$ cat src/rtl/core/rsie_ram.sv
// generic simple dual-port ram with registered read
`default_nettype none

module rsie_ram #(
  parameter int WIDTH = 8,
  parameter int DEPTH = 256
) (
  input  wire logic                     clk,
  input  wire logic                     we,
  input  wire logic [$clog2(DEPTH)-1:0] waddr,
  input  wire logic [WIDTH-1:0]         wdata,
  input  wire logic                     re,
  input  wire logic [$clog2(DEPTH)-1:0] raddr,
  output logic      [WIDTH-1:0]         rdata
);

  logic [WIDTH-1:0] mem [DEPTH];
  logic [WIDTH-1:0] rdata_r;

  always_ff @(posedge clk) begin
    if (we) begin
      mem[waddr] <= wdata;
    end
    if (re) begin
      rdata_r <= mem[raddr];
    end
  end

  assign rdata = rdata_r;

endmodule

`default_nettype wire

$ cat config.mk
export PLATFORM = sky130hd
export DESIGN_NAME = rsie_ram
export DESIGN_NICKNAME = d
export VERILOG_FILES = /design/src/rtl/core/rsie_ram.sv
export SDC_FILE = /design/constraint.sdc
export NUM_CORES = 2
export LEC_CHECK = 0
export BUFFER_PORTS_ARGS = -buffer_cell sky130_fd_sc_hd__buf_2
export CORE_UTILIZATION = 48
export DETAILED_ROUTE_END_ITERATION = 8
export GPL_ROUTABILITY_DRIVEN = 0
export PLACE_DENSITY = 0.66
export SKIP_CTS_REPAIR_TIMING = 1
export SYNTH_ARGS = -nofsm -noshare
export SYNTH_HDL_FRONTEND = slang
export SYNTH_SLANG_ARGS = --single-unit
$ cat constraint.sdc
create_clock -name clk -period 7.26 [get_ports clk]
set_input_delay 1.452 -clock clk [delete_from_list [all_inputs] [get_ports clk]]
set_output_delay 1.452 -clock clk [all_outputs]
set_load 0.01 [all_outputs]
==> results.ini <==
[setup_path]
path_depth=7
worst-setup-path-type=in2reg
critical_path_buf_inv_count=2
cp_top_family=buffers and inverters
crit_path_start_kind=input pin
cp-startpoint=raddr[2]
required_ns=7.80
cp_cell_sequence=buf_4 > clkinv_1 > mux4_2 > nor2_1 > a2111oi_0 > nor3_1 > nor4_2
critPathCaptureType=register
slowest_stage=nor3_1
cp_max_fo=28
slowest_delay_ns=1.08
critPathArrivalTime_ns=5.15
rr_worst_depth=6
worstReg2RegStart=mem[140][0]$_DFFE_PP_

[final_layout]
post-route-util_pct=53.7
multi_input_area_um2=16500
final_common_cell=edfxtp_1
ff_latch_area_um2=61700
fill_cells=12500
area_growth_pct=11.2
drive_gt1_share_pct=21.6
layout.nets=3853
fin_area_um2=88500
final_cell_mix=edfxtp_1 (2056), mux4_2 (454), nor2_1 (279), clkbuf_16 (202), mux2i_1 (134)

[synth]
muxShareOfSynthArea_pct=14.6
syn_area_um2=79600
ys_seq_area_share_pct=77.5
synth_area_per_cell_um2=21.3
synth_flop_cell=edfxtp_1
synthAdderAreaFrac_pct=0
synth-edff-count=2056
synth_xor_area_share_pct=0
synth_top_family_by_area=multiplexers
synth.distinct_cells=54
synth_compound_area_share_pct=3.42
yosys.area_share.simple_pct=2.63
synthesis.nets=3760
ys_warn_count=0
async_flop_share_pct=0
syn_inst=3733
ys_ff_latch=2056

[die]
die_area_um2=168000
io_pins=35
die_w_um=409
core_um2=165000
start_util_pct=48.3
die_h_um=409
fp-row-count=149

[sta]
timing.hold.ws_ns=1.01
slew_headroom_pct=10.2
max_freq_ghz=0.217
skew_ns=0.0349
worst_pin_slew_ns=1.34
rsz0062_at_grt=false
drv_slew=0
finalHoldViolCount=0
fin_crit_ns=4.61
setup_viol=0
fin_crit_sh_pct=63.6
setup_tns_ns=0

[grt]
grt-ovfl-total=0
grt_start_max_net_pins=161
grtUsageTotal_pct=23.3
grt_pass1_vias=38500
grt_pass1_wl_mm=280
antenna_found_initial=18

[drt]
num_vias=38700
route.detailed.drc=0
wirelength_mm=194
vias_per_cell=6.27
avgRoutedWirePerCell_um=31.4
first_iter_violations=5174
drt-pass1-iter-count=5
ant_nets=0

[flow_run]
drv_cap=0

[clock_tree]
path_clk_slew_ns=0.06
cts_made_buffers=199
root_buffer=clkbuf_16
cts_tree=built
clock_path_buffers=3
cts_sinks=2056
htreeDepth=4
clk_latency_ns=0.84

[status]
outcome=complete, no violations

[min_path]
hp-start=mem[32][5]$_DFFE_PP_
hold_depth=6
hp-class=reg2reg

[power_and_ir_drop]
power.static_leakage_nw=27.0
p_per_area_nw_per_um2=276
p_total_mw=24.4
peakVddDrop_uv=250

[place]
dp_hpwl_mm=116
placed_area_um2=82100
io_buffers=34

## final timing paths
path / slack (ns) / end
hold reg to reg: 1.01 / rdata[5]$_DFFE_PP_
setup / recovery: 2.65 / rdata[0]$_DFFE_PP_
hold / removal: 1.01 / rdata[5]$_DFFE_PP_
setup reg to reg: 4.15 / rdata[0]$_DFFE_PP_
## routing by layer
metal	GRT usage [%]	share of wire, %
met3	5.40	9.5
met4	7.57	3.1
met1	33.0	40
met2	35.9	47
met5	0	0.051
## logic make-up (layout without fill, tap and decap cells)
kind of cell           after synthesis  count (layout)
AO/OA/AOI/OAI                      385             385
buffers and inverters              235             490
flip-flops                        2056            2056
multiplexers                       591             591
other                                0               6
AND/OR/NAND/NOR                    466             466
## synth_stat cells, drive strengths merged (2+ instances only)
| library cell | count | area, um2 |
|---|---|---|
| nand2b | 8 | 50.1 |
| nor3 | 22 | 110 |
| o221ai | 47 | 418 |
| and3b | 2 | 17.5 |
| o22a | 5 | 43.8 |
| a22o | 8 | 70.1 |
| mux2i | 134 | 1340 |
| clkbuf | 111 | 417 |
| a211oi | 16 | 120 |
| nand2 | 33 | 124 |
| nor4 | 27 | 188 |
| mux4 | 456 | 10300 |
| a311oi | 2 | 17.5 |
| nand3 | 34 | 170 |
| nand3b | 2 | 15.0 |
| nor2b | 31 | 194 |
| nor2 | 282 | 1060 |
| a31oi | 2 | 12.5 |
| buf | 122 | 1030 |
| o32ai | 5 | 51.3 |
| a221oi | 14 | 129 |
| nand4 | 10 | 62.6 |
| and2 | 6 | 37.5 |
| a2111oi | 5 | 52.6 |
| or2 | 4 | 25.0 |
| a22oi | 133 | 998 |
| a21oi | 96 | 480 |
| o21ai | 12 | 60.1 |
| o22ai | 28 | 175 |
| edfxtp | 2056 | 61700 |
| o211ai | 10 | 75.1 |
## through the flow
stage / worst slack (ns) / std cells
5_1_grt: 2.59 / 6179
4_1_cts: 2.70 / 6177
3_5_place_dp: 1.79 / 5814
6_report: 2.65 / 6183
2_1_floorplan: 3.73 / 3733
3_3_place_gp: 1.62 / 5813
## final cells by class
cell class	instances	area share, %
flip-flops and latches	2056	69.7
inverters	2	0.00848
well taps	2189	3.09
diodes	6	0.0170
repair buffers	125	1.31
multi-input cells	1442	18.6
clock inverters	107	1.25
clock buffers	256	5.94
## power by group
group | internal (mW) | switching (mW)
Clock | 5.76 | 4.39
Sequential | 13.1 | 0.0164
Combinational | 0.387 | 0.774
## tightest hold or removal path, stage by stage (launching register included)
cell and delay, ns:
edfxtp_1 0.32, mux2i_1 0.06, nand2_1 0.07, a311oi_1 0.11
o221ai_1 0.10, a211oi_1 0.07, nor4_1 0.15
## registers in the layout (all words and copies together) (netlist names)
register  flops
mem        2048
rdata         8
Note: power is estimated with default switching activity, not from simulation.
